### src/hw/rtl/edf_task_scheduler_assert.svh
// assertion macros for the edf task scheduler
`ifndef EDF_TASK_SCHEDULER_ASSERT_SVH
`define EDF_TASK_SCHEDULER_ASSERT_SVH
`ifndef SYNTHESIS
`define EDF_ASSERT_IMP(label, clk, rstn, ante, cons) \
    label: assert property (@(posedge clk) disable iff (!(rstn)) (ante) |-> (cons)) \
        else $error("assertion failed");
`define EDF_ASSERT_NEXT(label, clk, rstn, ante, cons) \
    label: assert property (@(posedge clk) disable iff (!(rstn)) (ante) |=> (cons)) \
        else $error("assertion failed");
`else
`define EDF_ASSERT_IMP(label, clk, rstn, ante, cons)
`define EDF_ASSERT_NEXT(label, clk, rstn, ante, cons)
`endif
`endif

### src/hw/rtl/edf_pkg.sv
// shared types and constants for the edf task scheduler
`timescale 1ns / 1ps
package edf_pkg;
    localparam int NUM_TASKS = 8;
    localparam int IDX_W     = 3;
    localparam int TIME_W    = 16;
    localparam int CNT_W     = 16;
    localparam int IN_W      = 56;
    localparam int OUT_W     = 48;

    typedef enum logic [1:0] {
        CMD_LOAD = 2'd0,
        CMD_TICK = 2'd1,
        CMD_STAT = 2'd2,
        CMD_NOP  = 2'd3
    } cmd_t;

    typedef enum logic [2:0] {
        ST_IDLE,
        ST_DECODE,
        ST_SCAN,
        ST_RUN,
        ST_OUT
    } state_t;

    // controller to datapath
    typedef struct packed {
        logic capture;
        logic do_load;
        logic do_stat;
        logic scan_clr;
        logic scan_en;
        logic run;
        logic out_load;
    } dp_cmd_t;

    // datapath to controller
    typedef struct packed {
        cmd_t cmd;
        logic scan_last;
        logic out_full;
    } dp_sts_t;
endpackage

### src/hw/rtl/edf_ctrl.sv
// sequencing state machine for the edf task scheduler
`timescale 1ns / 1ps
`include "edf_task_scheduler_assert.svh"
module edf_ctrl (
    input  logic             aclk,
    input  logic             aresetn,
    input  logic             s_tvalid,
    output logic             s_tready,
    input  edf_pkg::dp_sts_t sts,
    output edf_pkg::dp_cmd_t cmd
);
    import edf_pkg::*;

    state_t state_reg, state_next;

    // state register
    always_ff @(posedge aclk) begin
        if (!aresetn) begin
            state_reg <= ST_IDLE;
        end else begin
            state_reg <= state_next;
        end
    end

    // next state and commands
    always_comb begin
        state_next = state_reg;
        cmd        = '0;
        s_tready   = 1'b0;
        case (state_reg)
            ST_IDLE: begin
                // no word is taken while reset is held
                s_tready    = aresetn;
                cmd.capture = s_tvalid && aresetn;
                if (s_tvalid && aresetn) state_next = ST_DECODE;
            end
            ST_DECODE: begin
                case (sts.cmd)
                    CMD_LOAD: begin
                        cmd.do_load = 1'b1;
                        state_next  = ST_OUT;
                    end
                    CMD_TICK: begin
                        cmd.scan_clr = 1'b1;
                        state_next   = ST_SCAN;
                    end
                    CMD_STAT: begin
                        cmd.do_stat = 1'b1;
                        state_next  = ST_OUT;
                    end
                    default: state_next = ST_OUT;
                endcase
            end
            ST_SCAN: begin
                cmd.scan_en = 1'b1;
                if (sts.scan_last) state_next = ST_RUN;
            end
            ST_RUN: begin
                cmd.run    = 1'b1;
                state_next = ST_OUT;
            end
            ST_OUT: begin
                if (!sts.out_full) begin
                    cmd.out_load = 1'b1;
                    state_next   = ST_IDLE;
                end
            end
            default: state_next = ST_IDLE;
        endcase
    end

    `EDF_ASSERT_NEXT(a_capture_decode, aclk, aresetn, state_reg == ST_IDLE && s_tvalid, state_reg == ST_DECODE)
    `EDF_ASSERT_NEXT(a_scan_holds, aclk, aresetn, state_reg == ST_SCAN && !sts.scan_last, state_reg == ST_SCAN)
    `EDF_ASSERT_NEXT(a_run_to_out, aclk, aresetn, state_reg == ST_RUN, state_reg == ST_OUT)
endmodule

### src/hw/rtl/edf_dp.sv
// task table, slot scan and result register of the edf task scheduler
`timescale 1ns / 1ps
module edf_dp (
    input  logic                     aclk,
    input  logic                     aresetn,
    input  logic [edf_pkg::IN_W-1:0] s_tdata,
    output logic                     m_tvalid,
    input  logic                     m_tready,
    output logic [edf_pkg::OUT_W-1:0] m_tdata,
    input  edf_pkg::dp_cmd_t         cmd,
    output edf_pkg::dp_sts_t         sts
);
    import edf_pkg::*;

    // captured input word
    cmd_t              in_cmd_reg;
    logic [IDX_W-1:0]  in_idx_reg;
    logic [TIME_W-1:0] in_exe_reg, in_per_reg;
    logic [CNT_W-1:0]  in_cnt_reg;

    // per task state
    logic [TIME_W-1:0] exe_reg  [NUM_TASKS];
    logic [TIME_W-1:0] per_reg  [NUM_TASKS];
    logic [CNT_W-1:0]  jobs_reg [NUM_TASKS];
    logic [TIME_W-1:0] rem_reg  [NUM_TASKS];
    logic [TIME_W-1:0] cd_reg   [NUM_TASKS];
    logic              rdy_reg  [NUM_TASKS];
    logic [CNT_W-1:0]  miss_reg [NUM_TASKS];
    logic [CNT_W-1:0]  comp_reg [NUM_TASKS];

    // scan and selection
    logic [IDX_W-1:0]  scan_reg;
    logic              best_v_reg;
    logic [IDX_W-1:0]  best_idx_reg;
    logic [TIME_W-1:0] best_cd_reg, best_rem_reg;

    // result fields
    logic [IDX_W-1:0]     run_reg;
    logic                 idle_reg, done_reg;
    logic [NUM_TASKS-1:0] mask_reg;
    logic [CNT_W-1:0]     smiss_reg, scomp_reg;

    logic [OUT_W-1:0] m_tdata_reg;
    logic             m_tvalid_reg;

    // slot under scan after expiry and release
    logic              due, miss, rel, n_rdy, better;
    logic [TIME_W-1:0] n_rem, n_cd;
    logic              all_done;

    always_comb begin
        due   = (cd_reg[scan_reg] == '0);
        miss  = due && rdy_reg[scan_reg];
        rel   = due && (jobs_reg[scan_reg] != '0) && (per_reg[scan_reg] != '0);
        n_rdy = rel ? 1'b1 : (miss ? 1'b0 : rdy_reg[scan_reg]);
        n_rem = rel ? exe_reg[scan_reg] : (miss ? '0 : rem_reg[scan_reg]);
        n_cd  = rel ? per_reg[scan_reg] : cd_reg[scan_reg];
        better = n_rdy && (!best_v_reg || (n_cd < best_cd_reg) ||
                 ((n_cd == best_cd_reg) && (n_rem < best_rem_reg)));
    end

    // nothing left to release or run
    always_comb begin
        all_done = 1'b1;
        for (int i = 0; i < NUM_TASKS; i++) begin
            if ((jobs_reg[i] != '0) || rdy_reg[i]) all_done = 1'b0;
        end
    end

    // input capture
    always_ff @(posedge aclk) begin
        if (cmd.capture) begin
            in_cmd_reg <= cmd_t'(s_tdata[1:0]);
            in_idx_reg <= s_tdata[4:2];
            in_exe_reg <= s_tdata[20:5];
            in_per_reg <= s_tdata[36:21];
            in_cnt_reg <= s_tdata[52:37];
        end
    end

    // task table, scan and run
    always_ff @(posedge aclk) begin
        if (!aresetn) begin
            for (int i = 0; i < NUM_TASKS; i++) begin
                exe_reg[i]  <= '0;
                per_reg[i]  <= '0;
                jobs_reg[i] <= '0;
                rem_reg[i]  <= '0;
                cd_reg[i]   <= '0;
                rdy_reg[i]  <= 1'b0;
                miss_reg[i] <= '0;
                comp_reg[i] <= '0;
            end
            scan_reg   <= '0;
            best_v_reg <= 1'b0;
        end else begin
            if (cmd.do_load) begin
                exe_reg[in_idx_reg]  <= (in_exe_reg == '0) ? TIME_W'(1) : in_exe_reg;
                per_reg[in_idx_reg]  <= (in_per_reg == '0) ? TIME_W'(1) : in_per_reg;
                jobs_reg[in_idx_reg] <= in_cnt_reg;
                rem_reg[in_idx_reg]  <= '0;
                cd_reg[in_idx_reg]   <= '0;
                rdy_reg[in_idx_reg]  <= 1'b0;
                miss_reg[in_idx_reg] <= '0;
                comp_reg[in_idx_reg] <= '0;
            end
            if (cmd.scan_clr) begin
                scan_reg   <= '0;
                best_v_reg <= 1'b0;
            end
            if (cmd.scan_en) begin
                scan_reg          <= scan_reg + IDX_W'(1);
                rdy_reg[scan_reg] <= n_rdy;
                rem_reg[scan_reg] <= n_rem;
                cd_reg[scan_reg]  <= n_cd;
                if (miss && (miss_reg[scan_reg] != '1)) begin
                    miss_reg[scan_reg] <= miss_reg[scan_reg] + CNT_W'(1);
                end
                if (rel) jobs_reg[scan_reg] <= jobs_reg[scan_reg] - CNT_W'(1);
                if (better) begin
                    best_v_reg   <= 1'b1;
                    best_idx_reg <= scan_reg;
                    best_cd_reg  <= n_cd;
                    best_rem_reg <= n_rem;
                end
            end
            if (cmd.run) begin
                if (best_v_reg) begin
                    rem_reg[best_idx_reg] <= best_rem_reg - TIME_W'(1);
                    if (best_rem_reg == TIME_W'(1)) begin
                        rdy_reg[best_idx_reg] <= 1'b0;
                        if (comp_reg[best_idx_reg] != '1) begin
                            comp_reg[best_idx_reg] <= comp_reg[best_idx_reg] + CNT_W'(1);
                        end
                    end
                end
                for (int i = 0; i < NUM_TASKS; i++) begin
                    if (cd_reg[i] != '0) cd_reg[i] <= cd_reg[i] - TIME_W'(1);
                end
            end
        end
    end

    // result fields
    always_ff @(posedge aclk) begin
        if (cmd.capture) begin
            run_reg   <= '0;
            idle_reg  <= 1'b0;
            done_reg  <= 1'b0;
            mask_reg  <= '0;
            smiss_reg <= '0;
            scomp_reg <= '0;
        end
        if (cmd.do_stat) begin
            smiss_reg <= miss_reg[in_idx_reg];
            scomp_reg <= comp_reg[in_idx_reg];
        end
        if (cmd.scan_en && miss) mask_reg[scan_reg] <= 1'b1;
        if (cmd.run) begin
            if (best_v_reg) begin
                run_reg  <= best_idx_reg;
                done_reg <= (best_rem_reg == TIME_W'(1));
            end else begin
                idle_reg <= 1'b1;
            end
        end
    end

    // output word register
    always_ff @(posedge aclk) begin
        if (!aresetn) begin
            m_tvalid_reg <= 1'b0;
        end else if (cmd.out_load) begin
            m_tvalid_reg <= 1'b1;
        end else if (m_tready) begin
            m_tvalid_reg <= 1'b0;
        end
    end

    always_ff @(posedge aclk) begin
        if (cmd.out_load) begin
            m_tdata_reg <= {2'b00, scomp_reg, smiss_reg, all_done, mask_reg,
                            done_reg, idle_reg, run_reg};
        end
    end

    assign m_tvalid      = m_tvalid_reg;
    assign m_tdata       = m_tdata_reg;
    assign sts.cmd       = in_cmd_reg;
    assign sts.scan_last = (scan_reg == IDX_W'(NUM_TASKS - 1));
    assign sts.out_full  = m_tvalid_reg && !m_tready;
endmodule

### src/hw/rtl/edf_task_scheduler.sv
// top level of the earliest-deadline-first task scheduler
//
//  channel | dir | handshake           | word
//  s_      | in  | s_tvalid / s_tready | command, task index, exec time, period, job count
//  m_      | out | m_tvalid / m_tready | running task, idle, completion, misses, stats
//
// a load, statistics read or unused command passes through accept, decode and output load
// a tick passes through accept, decode, a scan of the task table at one slot per cycle,
// run and output load
// one word is worked at a time; a waiting result holds the block in its output state
// reset is synchronous, active low, and clears the whole task table
`timescale 1ns / 1ps
module edf_task_scheduler (
    input  logic                      aclk,
    input  logic                      aresetn,
    input  logic                      s_tvalid,
    output logic                      s_tready,
    // [1:0] command, [4:2] task_index, [20:5] exec_time, [36:21] task_period,
    // [52:37] job_count
    input  logic [edf_pkg::IN_W-1:0]  s_tdata,
    output logic                      m_tvalid,
    input  logic                      m_tready,
    // [2:0] running_task, [3] cpu_idle, [4] job_completed, [12:5] missed_mask,
    // [13] all_done, [29:14] stat_missed, [45:30] stat_completed
    output logic [edf_pkg::OUT_W-1:0] m_tdata
);
    import edf_pkg::*;

    dp_cmd_t cmd;
    dp_sts_t sts;

    // sequencer
    edf_ctrl u_ctrl (
        .aclk     (aclk),
        .aresetn  (aresetn),
        .s_tvalid (s_tvalid),
        .s_tready (s_tready),
        .sts      (sts),
        .cmd      (cmd)
    );

    // task table and result path
    edf_dp u_dp (
        .aclk     (aclk),
        .aresetn  (aresetn),
        .s_tdata  (s_tdata),
        .m_tvalid (m_tvalid),
        .m_tready (m_tready),
        .m_tdata  (m_tdata),
        .cmd      (cmd),
        .sts      (sts)
    );
endmodule
### config.mk
export PLATFORM = sky130hd
export DESIGN_NAME = edf_task_scheduler
export DESIGN_NICKNAME = d
export VERILOG_FILES = /design/src/hw/rtl/edf_pkg.sv /design/src/hw/rtl/edf_ctrl.sv /design/src/hw/rtl/edf_dp.sv /design/src/hw/rtl/edf_task_scheduler.sv
export VERILOG_INCLUDE_DIRS = /design/src /design/src/hw/rtl
export SDC_FILE = /design/constraint.sdc
export NUM_CORES = 2
export LEC_CHECK = 0
export ABC_AREA = 1
export BUFFER_PORTS_ARGS = -buffer_cell sky130_fd_sc_hd__buf_4
export CORE_MARGIN = 1
export CORE_UTILIZATION = 64
export CTS_CLUSTER_DIAMETER = 120
export DETAILED_ROUTE_END_ITERATION = 10
export HOLD_SLACK_MARGIN = 0.12
export PLACE_DENSITY_LB_ADDON = 0.2
export SLEW_MARGIN = 40
export SYNTH_ARGS = -nofsm -noshare
export SYNTH_HDL_FRONTEND = slang
export SYNTH_HIERARCHICAL = 1
export SYNTH_SLANG_ARGS = --single-unit
### constraint.sdc
create_clock -name aclk -period 6.6 [get_ports aclk]
set_input_delay 0.66 -clock aclk [delete_from_list [all_inputs] [get_ports aclk]]
set_output_delay 0.66 -clock aclk [all_outputs]
set_load 0.05 [all_outputs]
==> metrics.md <==
| Metric | Value |
|---|---|
| Initial antenna violation count | `3` |
| Unique masters post-synth | `58` |
| CP max stage delay | `0.60 ns` |
| Worst EP arrival | `6.32 ns` |
| Synth-to-Final Area Change | `10.2%` |
| Core Footprint | `87200 sq um` |
| CP most frequent cell | `nand2_1` |
| Maximum vdd drop | `0.221 mV` |
| H-tree levels | `3` |
| Required time of the worst setup path | `6.99 ns` |
| Synth warnings | `6` |
| Period utilisation layout | `89.9%` |
| CTS tree | `built` |
| Reg2reg setup slack | `0.67 ns` |
| Synth Area in XOR/XNOR | `1.75%` |
| Commonest non-fill, non-tap cell in the layout | `nor2_1` |
| Worst-Skew Late Latency | `0.72 ns` |
| Max-slew headroom | `36.8%` |
| CP max-delay cell | `dfxtp_4` |
| Worst-Margin Slew | `0.945 ns` |
| Largest net degree at the start of global routing | `175` |
| Main combinational cell family by area after synthesis | `simple AND/OR/NAND/NOR gates` |
| Setup TNS Final | `0 ns` |
| First-pass GRT wire length | `252000 microns` |
| Mapped cell area | `56600 sq um` |
| Drt pass-1 iters | `6` |
| Synth Area in Adders | `1.13%` |
| Post-synthesis mux area share | `0%` |
| Clock Skew | `0.0339 ns` |
| Fillers | `6416` |
| Reg clk slew, reported paths | `0.06 ns` |
| F_max | `169 MHz` |
| Pleak | `0.0242 uW` |
| RSZ-0062 raised after global routing | `false` |
| Post-synth top flop | `edfxtp_1` |
| Die area | `89700 sq um` |
| Outcome | `finished, final reports clean` |
| Port Buffers | `104` |
| Setup Fix Bufs, Post-CTS | `0` |
| Total power | `15800 uW` |
| Gate Count Post-Synth | `6159` |
| CP delay by family, top | `simple AND/OR/NAND/NOR gates` |
| Final ANT Viol Nets | `0` |
| Clk root buf | `clkbuf_16` |
| Synth Area in Simple Gates | `19.0%` |
| Most frequent cells in the layout | `1069 x nor2_1, 1062 x edfxtp_1, 908 x nand2_1` |
| Vias per cell | `6.40` |
| Dpl hpwl | `101000 microns` |
| Ant. Diodes | `0` |
| Clock buffer count from CTS | `112` |
| 1st-iter DRT viols | `6612` |
| Vias in the first global route | `44900` |
| Hold Crit Depth | `1` |
| Die H | `299 microns` |
| Crit path time final | `5.93 ns` |
| Vias | `47400` |
| Critical path class | `reg2reg` |
| IO Pins | `110` |
| CTS resizes | `0` |
| Stages on worst setup path | `25` |
| Crit path buf inv count | `4` |
| Final hold viol count | `0` |
| Post-synth EDFFs | `1062` |
| Initial core utilization | `65.0%` |
| Worst Setup End Kind | `flop` |
| Final setup fails | `0` |
| Worst Hold Class | `in2reg` |
| Pwr dens | `254 nW/um^2` |
| Worst Reg2Reg Path Length in Cells | `25` |
| Post-synthesis sequential area ratio | `57.7%` |
| Startpoint Class | `flop` |
| TritonCTS sink count | `1100` |
| Synth Area in Compound Gates | `13.7%` |
| Max_cap viols | `0` |
| Detail-routed net length per standard cell | `22.4 microns` |
| GRT Residual Overflow | `0` |
| Routed WL | `166000 microns` |
| Syn Area/Cell | `9.19 sq um` |
| Post-route DRC violation count | `0` |
| GRT Overall Usage | `36.6%` |
| FFs w/ async S/R, synth | `0%` |
| Seq cells post-synth | `1100` |
| Slew Limit Fails | `0` |
| Rows | `108` |
| Max Root-Sink Buffers | `3` |
| Maximum fanout along the worst path | `174` |
| Register area | `32700 sq um` |
| Gpl congestion | `0.942` |
| Final nets | `6274` |
| Die width | `299 microns` |
| Multi-input gate area | `20300 sq um` |
| Worst hold slack | `0.143 ns` |
| Share of layout cells above drive strength 1 | `7.86%` |
==> repair_timing <==
action,4_1_cts,5_1_grt
hold buffers,44,1
endpoints found under the hold margin,44,1
endpoints found under the setup margin,0,0
==> cell usage after synthesis (62+ instances only) <==
cell / n / area share (%)
inv_1: 515 / 3.4
nand2_1: 931 / 6.2
xor2_1: 96 / 1.5
nor2_1: 1072 / 7.1
o22ai_1: 156 / 1.7
clkbuf_1: 216 / 1.4
nor3_1: 67 / 0.59
edfxtp_1: 1062 / 56
nand3_1: 364 / 3.2
buf_2: 62 / 0.55
o21ai_0: 806 / 7.1
a21oi_1: 221 / 2.0
==> stage by stage <==
step	util [%]	setup slack (ns)	cells	area, sq um
floorplan	-	0.883	6160	56600
global placement	66.5	0.984	7156	57900
detailed placement	66.7	0.894	7159	58100
CTS	71.5	0.874	7414	62300
global route	71.6	0.334	7415	62400
finish	71.6	0.666	7415	62400
==> layer usage <==
metal | part of all wire (%) | global-route usage, % | vias up
li1 | - | - | 21400
met1 | 36 | 48.5 | 22200
met2 | 46 | 57.7 | 3288
met3 | 12 | 6.95 | 621
met4 | 5.3 | 18.9 | 4
met5 | 0.014 | 0 | -
==> cell type report <==
cell class,count,area share (%)
repair buffers,260,3.48
well taps,1155,2.32
clock buffers,143,4.96
multi-input cells,4155,32.6
flip-flops and latches,1100,52.4
clock inverters,68,1.05
inverters,534,3.24
==> worst paths after layout <==
path                              end               from
hold / removal    u_dp/in_per_reg[10]        s_tdata[31]
hold reg to reg      u_dp/m_tdata[14]  u_dp/smiss_reg[0]
setup / recovery  u_dp/best_cd_reg[9]               flop
setup reg to reg  u_dp/best_cd_reg[9]               flop
==> power by group <==
part | leakage, uW | internal, uW | switching [uW]
registers | 0.0111 | 7920 | 159
clock network | 0.00184 | 3740 | 2720
logic | 0.0112 | 344 | 941
==> cell families after synthesis <==
group,count (synthesis)
XOR/XNOR,113
adder cells (fa/ha/maj),51
other,1
AND/OR/NAND/NOR,2582
buffers and inverters,905
AO/OA/AOI/OAI,1407
flip-flops,1100
==> worst register-to-register path, cell delays in order, from the launching register on <==
cell	delay [ns]
dfxtp_4	0.60
buf_12	0.60
nor2_1	0.26
nor2_1	0.16
o21ai_0	0.13
nand2_1	0.10
nand2_1	0.06
nand2_1	0.23
nor2_1	0.07
nand2_1	0.07
nor2_1	0.05
nand2_1	0.19
nand3_2	0.45
buf_4	0.46
o21ai_0	0.38
ha_1	0.32
a21oi_1	0.16
nor2_1	0.05
a211oi_1	0.20
nand2_1	0.13
nand2_1	0.08
nand2_1	0.05
nand2_1	0.16
nand2_1	0.18
inv_1	0.21
buf_12	0.26
Note: power is estimated with default switching activity, not from simulation.
